## config.mk

```make
export PLATFORM = sky130hd
export DESIGN_NAME = selective_repeat_receiver
export DESIGN_NICKNAME = d
export VERILOG_FILES = /design/src/design/srr_pkg.sv /design/src/design/srr_bitmap.sv /design/src/design/srr_ctrl.sv /design/src/design/selective_repeat_receiver.sv
export SDC_FILE = /design/constraint.sdc
export NUM_CORES = 2
export LEC_CHECK = 0
export ABC_AREA = 1
export CORE_MARGIN = 1
export CORE_UTILIZATION = 55
export CTS_CLUSTER_DIAMETER = 100
export DETAILED_ROUTE_END_ITERATION = 7
export DONT_BUFFER_PORTS = 1
export PLACE_DENSITY = 0.69
export SLEW_MARGIN = 10
export SYNTH_ARGS = -nofsm -noshare
export SYNTH_HDL_FRONTEND = slang
export SYNTH_SLANG_ARGS = --single-unit
```

## constraint.sdc

```tcl
create_clock -name clk -period 17.75 [get_ports clk]
set_input_delay 0.8875 -clock clk [delete_from_list [all_inputs] [get_ports clk]]
set_output_delay 0.8875 -clock clk [all_outputs]
set_load 0.03 [all_outputs]
```

## src/design/srr_pkg.sv

```systemverilog
package srr_pkg;

  localparam int SEQ_W     = 10;  // seq field width
  localparam int CNT_W     = 11;  // frame counts, pointer, ack
  localparam int IDX_W     = 2;   // config register index
  localparam int S_DATA_W  = 16;  // seq padded to whole bytes
  localparam int M_DATA_W  = 16;  // ack_value padded to whole bytes

  localparam logic [IDX_W-1:0] REG_WINDOW_SIZE  = 2'd0;
  localparam logic [IDX_W-1:0] REG_TOTAL_FRAMES = 2'd1;

  localparam logic [CNT_W-1:0] WINDOW_RESET = 11'd8;
  localparam logic [CNT_W-1:0] TOTAL_RESET  = 11'd1024;
  localparam logic signed [CNT_W-1:0] NO_ACK = -11'sd1;

  typedef struct packed {
    logic signed [CNT_W-1:0] ack_value;
    logic                    done_res;
  } result_t;

endpackage

```

## src/design/srr_bitmap.sv

```systemverilog
module srr_bitmap
  import srr_pkg::*;
#(
  parameter int DEPTH = 1024,
  parameter int AW    = 10
) (
  input  logic          clk,
  input  logic          rst,
  input  logic          mark,
  input  logic [AW-1:0] mark_addr,
  input  logic [AW-1:0] rd_addr,
  output logic          rd_data,
  output logic          ready
);

  localparam logic [AW-1:0] LastAddr = AW'(DEPTH - 1);

  logic          mem [DEPTH];
  logic          clearing;
  logic [AW-1:0] clr_addr;

  // clearing pass after reset, one entry per cycle
  always_ff @(posedge clk) begin
    if (rst) begin
      clearing <= 1'b1;
      clr_addr <= '0;
    end else if (clearing) begin
      clr_addr <= clr_addr + 1'b1;
      if (clr_addr == LastAddr) begin
        clearing <= 1'b0;
      end
    end
  end

  always_ff @(posedge clk) begin
    if (clearing) begin
      mem[clr_addr] <= 1'b0;
    end else if (mark) begin
      mem[mark_addr] <= 1'b1;
    end
    rd_data <= mem[rd_addr];
  end

  assign ready = !clearing;

endmodule

```

## src/design/srr_ctrl.sv

```systemverilog
module srr_ctrl
  import srr_pkg::*;
#(
  parameter int MAX_FRAMES = 1024,
  parameter int DEPTH      = 1024,
  parameter int AW         = 10
) (
  input  logic             clk,
  input  logic             rst,
  input  logic [CNT_W-1:0] window_size,
  input  logic [CNT_W-1:0] total_frames,
  input  logic             map_ready,
  input  logic             in_valid,
  output logic             in_ready,
  input  logic [SEQ_W-1:0] in_seq,
  output logic             mark,
  output logic [AW-1:0]    mark_addr,
  output logic [AW-1:0]    rd_addr,
  input  logic             rd_data,
  output logic             res_valid,
  input  logic             res_ready,
  output result_t          res
);

  localparam int MaxLimInt = (MAX_FRAMES > 2047) ? 2047 : MAX_FRAMES;
  localparam logic [CNT_W-1:0] MaxLim   = CNT_W'(MaxLimInt);
  localparam logic [CNT_W-1:0] DepthCnt = CNT_W'(DEPTH);

  typedef enum logic [2:0] {IDLE, CHECK, RD, CHK, EMIT} state_t;

  state_t                  state;
  logic [SEQ_W-1:0]        seq;
  logic [CNT_W-1:0]        next_expected;
  logic signed [CNT_W-1:0] last_ack;

  logic [CNT_W-1:0] lim;
  logic [CNT_W-1:0] seq_ext;
  logic [CNT_W-1:0] span;
  logic             beyond;
  logic             ahead;
  logic             too_far;
  logic             can_walk;

  always_comb begin
    lim      = (total_frames > MaxLim) ? MaxLim : total_frames;
    seq_ext  = CNT_W'(seq);
    span     = seq_ext - next_expected;
    beyond   = seq_ext >= lim;
    ahead    = seq_ext >= next_expected;
    too_far  = ahead && (span > window_size);
    can_walk = (next_expected < lim) && (next_expected < DepthCnt);
  end

  assign in_ready  = (state == IDLE) && map_ready;
  assign mark      = (state == CHECK) && !beyond && !too_far;
  assign mark_addr = seq[AW-1:0];
  assign rd_addr   = next_expected[AW-1:0];
  assign res_valid = (state == EMIT);
  assign res.ack_value = last_ack;
  assign res.done_res  = next_expected >= lim;

  always_ff @(posedge clk) begin
    if (rst) begin
      state         <= IDLE;
      next_expected <= '0;
      last_ack      <= NO_ACK;
    end else begin
      case (state)
        IDLE: begin
          if (in_valid && in_ready) begin
            seq   <= in_seq;
            state <= CHECK;
          end
        end
        CHECK: begin
          if (beyond || too_far) begin
            state <= IDLE;
          end else if (ahead) begin
            state <= RD;
          end else begin
            state <= EMIT;
          end
        end
        RD: begin
          // mark from CHECK is already in the memory here
          state <= can_walk ? CHK : EMIT;
        end
        CHK: begin
          if (rd_data) begin
            last_ack      <= $signed(next_expected);
            next_expected <= next_expected + 1'b1;
            state         <= RD;
          end else begin
            state <= EMIT;
          end
        end
        EMIT: begin
          if (res_ready) begin
            state <= IDLE;
          end
        end
        default: state <= IDLE;
      endcase
    end
  end

endmodule

```

## src/design/selective_repeat_receiver.sv

```systemverilog
// Selective-repeat receiver with cumulative ack.
// Slave stream (s_*): one frame sequence number per transfer in s_tdata.
// Master stream (m_*): one result per accepted frame, the cumulative ack in
//   m_tdata[10:0] (11-bit two's complement, zero-padded above, -1 before any
//   in-order frame) and the done flag in m_tuser. Frames outside the
//   transfer or beyond the window give no result.
// Config channel (cfg_*): index 0 window_size, index 1 total_frames; write
//   only while the block is idle. Always ready.
// States: a duplicate goes from CHECK to EMIT, then to the output register;
//   an in-window frame goes from CHECK through RD and CHK steps to EMIT, one
//   RD and CHK pair for each frame the next-expected pointer walks over,
//   since each step is one read of the received bitmap and one check of its
//   data. A dropped frame goes from CHECK back to IDLE, which frees the
//   input. One frame is in work at a time; the output register lets the
//   next frame be taken while the result waits.
// Reset: after rst the bitmap is cleared one entry per cycle (the smaller of
//   MAX_FRAMES and 1024 entries); s_tready stays low during that pass.
// A stalled master side holds m_tvalid and the result; the next frame is
//   worked on and its result waits until the register is free.
module selective_repeat_receiver
  import srr_pkg::*;
#(
  parameter int MAX_FRAMES = 1024
) (
  input  logic                clk,
  input  logic                rst,
  input  logic                s_tvalid,
  output logic                s_tready,
  input  logic [S_DATA_W-1:0] s_tdata,   // [9:0] seq
  output logic                m_tvalid,
  input  logic                m_tready,
  output logic [M_DATA_W-1:0] m_tdata,   // [10:0] ack_value
  output logic                m_tuser,   // [0] done_res
  input  logic                cfg_valid,
  output logic                cfg_ready,
  input  logic [IDX_W-1:0]    cfg_index,
  input  logic [CNT_W-1:0]    cfg_data
);

  localparam int MemDepth = (MAX_FRAMES < 1024) ? MAX_FRAMES : 1024;
  localparam int Aw       = (MemDepth > 1) ? $clog2(MemDepth) : 1;

  logic [CNT_W-1:0] window_size;
  logic [CNT_W-1:0] total_frames;

  logic          map_ready;
  logic          mark;
  logic [Aw-1:0] mark_addr;
  logic [Aw-1:0] rd_addr;
  logic          rd_data;
  logic          res_valid;
  logic          res_ready;
  result_t       res;
  result_t       out_res;

  assign cfg_ready = 1'b1;

  always_ff @(posedge clk) begin
    if (rst) begin
      window_size  <= WINDOW_RESET;
      total_frames <= TOTAL_RESET;
    end else if (cfg_valid && cfg_ready) begin
      case (cfg_index)
        REG_WINDOW_SIZE:  window_size  <= cfg_data;
        REG_TOTAL_FRAMES: total_frames <= cfg_data;
        default: ;
      endcase
    end
  end

  srr_bitmap #(
    .DEPTH (MemDepth),
    .AW    (Aw)
  ) u_bitmap (
    .clk       (clk),
    .rst       (rst),
    .mark      (mark),
    .mark_addr (mark_addr),
    .rd_addr   (rd_addr),
    .rd_data   (rd_data),
    .ready     (map_ready)
  );

  srr_ctrl #(
    .MAX_FRAMES (MAX_FRAMES),
    .DEPTH      (MemDepth),
    .AW         (Aw)
  ) u_ctrl (
    .clk          (clk),
    .rst          (rst),
    .window_size  (window_size),
    .total_frames (total_frames),
    .map_ready    (map_ready),
    .in_valid     (s_tvalid),
    .in_ready     (s_tready),
    .in_seq       (s_tdata[SEQ_W-1:0]),
    .mark         (mark),
    .mark_addr    (mark_addr),
    .rd_addr      (rd_addr),
    .rd_data      (rd_data),
    .res_valid    (res_valid),
    .res_ready    (res_ready),
    .res          (res)
  );

  // output register
  assign res_ready = !m_tvalid || m_tready;

  always_ff @(posedge clk) begin
    if (rst) begin
      m_tvalid <= 1'b0;
    end else if (res_ready) begin
      m_tvalid <= res_valid;
    end
  end

  always_ff @(posedge clk) begin
    if (res_ready && res_valid) begin
      out_res <= res;
    end
  end

  assign m_tdata = {{(M_DATA_W - CNT_W){1'b0}}, out_res.ack_value};
  assign m_tuser = out_res.done_res;

endmodule

```

### Word level (Yosys, flattened, before mapping)

Memory sizes are Yosys's and may differ from the RTL's. A register that Yosys moved wholly into a read port is not among the register bits.
Index checks and enable logic that the tools add are counted.

| storage, ports and cells | value |
|---|---|
| flip-flop bits (word level) | 81 |
| memory bits (read-only) | 0 |
| bits of input ports | 34 |
| bits in writable memories | 1,024 |
| logic and storage cells | 70 |
| latch bits | 0 |
| memories kept | 1 |

Memory list:

| memory | depth | bits a word | rd ports | clocked after memory_dff | wr ports | line | RTL |
|---|---|---|---|---|---|---|---|
| u_bitmap.mem | 1,024 | 1 | 1 | 1 | 1 | srr_bitmap.sv:18 | `logic mem [DEPTH];` |

| operators by class | value |
|---|---|
| shift operators | 0 |
| $mul | 0 |
| add/subtract/negate cells | 3 |
| order comparisons | 7 |
| bitwise logic cells | 1 |
| muxes and demuxes | 18 |
| div/mod/pow operators | 0 |
| eq/ne operators | 8 |
| reductions and logical operators | 21 |

Operator list:

| cell | count |
|---|---|
| >= comparator 10 x 11 -> 1 bit | 2 |
| 2-to-1 mux 3 bit | 6 |
| case mux 3 bit (5 select lines) | 1 |
| adder 11 x 1 -> 11 bit (second input constant) | 1 |
| >= comparator 11 bit | 1 |
| greater-than comparator 11 bit | 1 |
| greater-than comparator 11 bit (second input constant) | 1 |
| < comparator 11 bit | 1 |
| < comparator 11 bit (second input constant) | 1 |
| 2-to-1 mux 11 bit | 1 |
| subtractor 10 x 11 -> 11 bit | 1 |
| adder 10 x 1 -> 10 bit (second input constant) | 1 |
| == test 10 bit (second input constant) | 1 |
| 2-to-1 mux 10 bit | 1 |
| 2-to-1 mux 1 bit | 9 |
| AND reduction 2 bit | 4 |
| logical AND 1 bit | 7 |
| == test 3 x 2 -> 1 bit (second input constant) | 2 |
| zero test 1 bit | 4 |
| == test 3 x 1 -> 1 bit (second input constant) | 1 |
| == test 3 bit (second input constant) | 1 |
| zero test 3 bit | 1 |
| AND reduction 3 bit | 1 |
| == test 2 x 1 -> 1 bit (second input constant) | 1 |
| 6 further kinds | 7 |

### Longest topological paths before layout

| logic depth | value |
|---|---|
| depth after elaboration | 11 |
| mapped depth | 28 |

### By module

From an unflattened synthesis, not the netlist that was laid out.

| second synthesis, totals | value |
|---|---|
| cells, all modules | 5,349 |
| area, all modules | 50,935.1 sq um |

Modules (own cells, without submodules):

| module | area each (sq um) | cells an instance | instances |
|---|---|---|---|
| srr_bitmap | 46,616.0 | 4,773 | 1 |
| srr_ctrl | 2,917.8 | 409 | 1 |
| selective_repeat_receiver | 1,401.3 | 167 | 1 |

### Least setup slack after synthesis

Ideal clock, no wire load.

| path | value |
|---|---|
| path kind | register to register |
| from | reg u_ctrl.next_expected[1] |
| to | mem u_bitmap.mem[507] (enable) |
| period minus slack after synthesis | 11,020 ps |
| data arrival time | 10,766 ps |
| slack | 6,730 ps |
| cell stages (with the launch flop) | 27 |
| cell sequence | dfxtp_1 clkbuf_1 inv_1 clkbuf_1 buf_1 fa_1 nand3_1 and2_1 o221ai_1 nand2_1 nand2_1 a21oi_1 xor2_1 ha_1 a21oi_1 o21a_1 nand3_1 nand3_4 nand3_4 inv_2 nand2_1 nand2_2 nor2_4 nand3_1 buf_2 buf_2 nor2_1 |

| between the ends | value |
|---|---|
| cells in the longest elaborated chain, start to end | 10 |
| elaborated cells between the ends (all ways) | 12 |
| those cells by class | 1 x add/sub; 2 x order compare; 5 x mux; 4 x reduce/logical |

Ends and longest elaborated chain:

| item | line | RTL |
|---|---|---|
| from (decl) | srr_ctrl.sv:33 | `logic [CNT_W-1:0] next_expected;` |
| from (signal assigned) | srr_ctrl.sv:91 | `next_expected <= next_expected + 1'b1;` |
| subtractor 10 x 11 -> 11 bit | srr_ctrl.sv:47 | `span = seq_ext - next_expected;` |
| greater-than comparator 11 bit | srr_ctrl.sv:50 | `too_far = ahead && (span > window_size);` |
| logical AND 1 bit (*) | srr_ctrl.sv:50 |  |
| zero test 1 bit (*) | srr_ctrl.sv:55 | `assign mark = (state == CHECK) && !beyond && !too_far;` |
| logical AND 1 bit (*) | srr_ctrl.sv:55 |  |
| 2-to-1 mux 1 bit (*) | srr_bitmap.sv:38 | `end else if (mark) begin` |
| 2-to-1 mux 1 bit (*) | srr_bitmap.sv:36 | `if (clearing) begin` |
| 2-to-1 mux 1 bit (not written as such) (*) | srr_bitmap.sv:39 | `mem[mark_addr] <= 1'b1;` |
| OR reduction 1 bit (no line) | n/a |  |
| 2-to-1 mux 10 bit (no line) or 2-to-1 mux 1 bit (tied branches) | n/a |  |
| to (decl) | srr_bitmap.sv:18 |  |

Mark *: on every way between the ends. The rest lies on a longest branch, timed or not.

### Worst setup path after layout

| path | value |
|---|---|
| from | reg u_ctrl.next_expected[3] |
| to | mem u_bitmap.mem[372], data pin |

| between the ends | value |
|---|---|
| cells in the longest elaborated chain, start to end | 10 |
| elaborated cells between the ends (all ways) | 11 |
| those cells by class | 1 x add/sub; 2 x order compare; 4 x mux; 4 x reduce/logical |

Ends and longest elaborated chain:

| item | line |
|---|---|
| subtractor 10 x 11 -> 11 bit | srr_ctrl.sv:47 |
| greater-than comparator 11 bit | srr_ctrl.sv:50 |
| logical AND 1 bit (*) | srr_ctrl.sv:50 |
| zero test 1 bit (*) | srr_ctrl.sv:55 |
| logical AND 1 bit (*) | srr_ctrl.sv:55 |
| 2-to-1 mux 1 bit (*) | srr_bitmap.sv:38 |
| 2-to-1 mux 1 bit (*) | srr_bitmap.sv:36 |
| 2-to-1 mux 1 bit (not written as such) (*) | srr_bitmap.sv:39 |
| OR reduction 1 bit (no line) (*) | n/a |
| 2-to-1 mux 1 bit (no line) (*) | n/a |

Marks and branches as above.

==> flow_summary.ini <==
[sta]
fin_crit_ns = 8.06
slew_headroom = 0.188
finalSetupViolations = 0
whs_ns = 0.250
rsz0062_at_grt = no
fin_crit_sh = 0.454
timing.fmax_mhz = 124
hold_violations = 0
slew_violations = 0
worst_slew_pin_slew_ns = 1.22
skew_ns = 0.0324
tns_ns = 0

[critical_path]
crit_fanout = 271
crit_path_start_kind = flip-flop
cp_common_cell = nand2_1
cp_slowest_cell = buf_4
crit_path_cell_trace = clkinv_2 -> ha_1 -> nand3_1 -> and2_1 -> o221ai_1 -> nand2_1 -> nand2_1 -> a21oi_1 -> xor2_1 -> ha_1 -> nand2_1 -> nor2_1 -> nand4_1 -> nand3_4 -> nand3_4 -> inv_8 -> buf_4 -> buf_4 -> buf_12
critPathRequiredTime_ns = 18.09
setup.worst_path.start = u_ctrl.next_expected[3]$_SDFFE_PP0P_
cp.arrival_ns = 8.39
critPathCaptureType = flip-flop
worstSetupPathType = flip-flop to flip-flop
reg2reg_from = u_ctrl.next_expected[3]$_SDFFE_PP0P_
slowest_delay_ns = 0.88

[power_and_ir_drop]
intPower_mw = 4.05
power_density_nw_per_um2 = 92.0
power_switching_mw = 1.02
power_switching_share = 0.201
power_frac_seq = 0.556
ir_worst_vdd_mv = 0.0780
p_leak_nw = 18.2
p_comb_frac = 0.013
p_clk_frac = 0.432

[yosys]
avgSynthCellArea_um2 = 9.41
synth_cells = 5441
synth_edf_count = 1046
synth_area_leaders = edfxtp_1, nor2_1, nand2_1
synth_top_area_frac = 0.613
yosys_warnings = 0
synth_seq_cells = 1106
netlist_area_um2 = 51200
synth_largest_area_cell = edfxtp_1
async_reset_ff_frac = 0
ys_seq_area_frac = 0.637
ys.flop_type = edfxtp_1
synthDistinctLibCells = 43

[die]
std_cell_rows = 111
fp.dieW_um = 307
die_h_um = 307
coreArea_um2 = 91900
num_io_pins = 54
start_util = 0.557
dieArea_um2 = 94400

[cts]
cts_setup_buffers = 0
cts.path.max_buffers = 3
cts_inserted_buffers = 111
cts-hold-fix-buffers = 0
tritoncts = done
clock_sinks = 1106
clock_latency_ns = 0.70
cts_root_buf = clkbuf_16
htreeDepth = 3
path_clk_slew_ns = 0.06
ctsResizeCount = 0

[placed_design]
dpl.hpwl_mm = 69.5
io_buffers = 0
routabilityCongestion = 0.850

[routing]
vias = 38100
drt_iter0_markers = 4991
drc = 0
wl_per_cell_um = 21.8
routed_wl_mm = 142
drtAntennaViolNets = 0
first_pass_iters = 6
viasPerCell = 5.83

[worst_hold_path]
hp-class = input port to flip-flop
worstHoldStart = rst

[outcome]
status = finished clean

[final_layout]
drive_above_1_share = 0.0587
nets = 5276
post-route-util = 0.599
syn_to_final_growth_pct = 7.55

[grt]
antenna_found_initial = 2
grt_max_degree = 272
first_global_vias = 35100
grt_overflow = 0
grt_pass1_wl_mm = 211
grt.total_usage = 0.299

[run]
drv_cap = 0
## final cells by class
| cell class | count | area (um^2) |
|---|---|---|
| fillers | 7862 | 36900 |
| clock buffers | 154 | 2980 |
| multi-input cells | 3729 | 16300 |
| diodes | 1 | 2.50 |
| flip-flops and latches | 1106 | 32600 |
| well taps | 1243 | 1560 |
| clock inverters | 46 | 332 |
| inverters | 179 | 698 |
| repair buffers | 70 | 576 |
## metal layers
layer	GRT usage	routed length (um)
met1	0.394	54300
met5	0	0
met2	0.496	67600
met3	0.0458	13900
met4	0.122	6230
## power groups by stage
stage | clock [mW] | combinational [mW] | sequential, mW
floorplan | 0 | 0.0384 | 2.87
global placement | 0 | 0.0612 | 2.87
detailed placement | 0 | 0.0619 | 2.87
CTS | 2.20 | 0.0621 | 2.82
global route | 2.30 | 0.0674 | 2.82
finish | 2.19 | 0.0634 | 2.82
## metrics by stage
stage | power, mW | cell area [um^2] | worst slack (ns) | cells
global placement | 2.93 | 51800 | 9.89 | 6327
CTS | 5.08 | 55100 | 9.70 | 6527
global route | 5.18 | 55100 | 9.02 | 6527
finish | 5.07 | 55100 | 9.69 | 6528
floorplan | 2.91 | 51200 | 6.73 | 5445
detailed placement | 2.93 | 51800 | 9.76 | 6327
## critical path, delay by kind of cell, from the launching register on
kind | cells | cell delay (ns)
xor gates and xnor gates | 1 | 0.15
AOI/OAI and AO/OA | 2 | 0.38
DFF | 1 | 0.49
and+or+nand+nor | 9 | 1.49
buffers and inverters | 5 | 3.94
adders and majority gates | 2 | 1.01
## flip-flops by register name, summed over array words and instances, names as in the netlist, 10 cells and up
name                  count
m_tdata                  11
u_ctrl.next_expected     11
u_ctrl.mark_addr         10
u_ctrl.last_ack          11
u_bitmap.clr_addr        10
u_bitmap.mem           1024
total_frames             11
window_size              11
## layout by cell type, fill, tap and decap left out, types with 2 or more instances in the layout
cell type | Yosys | final
clkinv_2 | 0 | 18
nor3_1 | 17 | 17
xor2_1 | 7 | 7
nand4_1 | 14 | 14
dfxtp_4 | 0 | 3
or2_2 | 17 | 17
inv_8 | 0 | 3
inv_2 | 9 | 7
o21ai_1 | 2 | 2
nor2_1 | 1653 | 1653
dfxtp_1 | 60 | 56
bufinv_16 | 0 | 4
clkinv_8 | 0 | 2
o211ai_1 | 50 | 50
clkinv_1 | 3 | 26
nor2_4 | 13 | 13
nor4_1 | 4 | 3
clkbuf_16 | 0 | 113
nor2_2 | 4 | 4
nand3_2 | 1 | 33
buf_4 | 7 | 66
buf_12 | 0 | 4
a31oi_1 | 3 | 3
nand3_1 | 445 | 413
o21ai_2 | 6 | 6
a21oi_1 | 112 | 112
ha_1 | 44 | 44
conb_1 | 2 | 6
nand3_4 | 2 | 2
o21a_1 | 3 | 3
clkbuf_1 | 260 | 41
xnor2_1 | 3 | 3
nand2_1 | 949 | 947
inv_1 | 167 | 163
and3_1 | 7 | 7
edfxtp_1 | 1046 | 1046
nand2_2 | 9 | 11
o21ai_0 | 349 | 349
## logic make-up after synthesis
logic type / share of synthesized area
flops: 0.637
buf+inv: 0.0484
xor+xnor: 0.00171
compound gates: 0.0554
fa+ha+maj: 0.0111
other cells: 0.000147
simple gates: 0.247
## synthesized netlist by cell type (all sizes together), types with 44 or more instances
library cell / count
nor2: 1670
o21ai: 357
a21oi: 112
edfxtp: 1046
inv: 176
ha: 44
o211ai: 50
nand2: 958
clkbuf: 260
nand3: 448
buf: 171
dfxtp: 60
## path summary, 6_finish.rpt
check                                         end  slack (ns)  cells past startpoint
max                   u_bitmap.mem[372]$_DFFE_PP_        9.69                     19
min          u_ctrl.next_expected[0]$_SDFFE_PP0P_        0.25                      1
max reg2reg           u_bitmap.mem[372]$_DFFE_PP_        9.69                     19
min reg2reg                 m_tdata[10]$_DFFE_PP_        0.43                      0
Note: power is estimated with default switching activity, not from simulation.
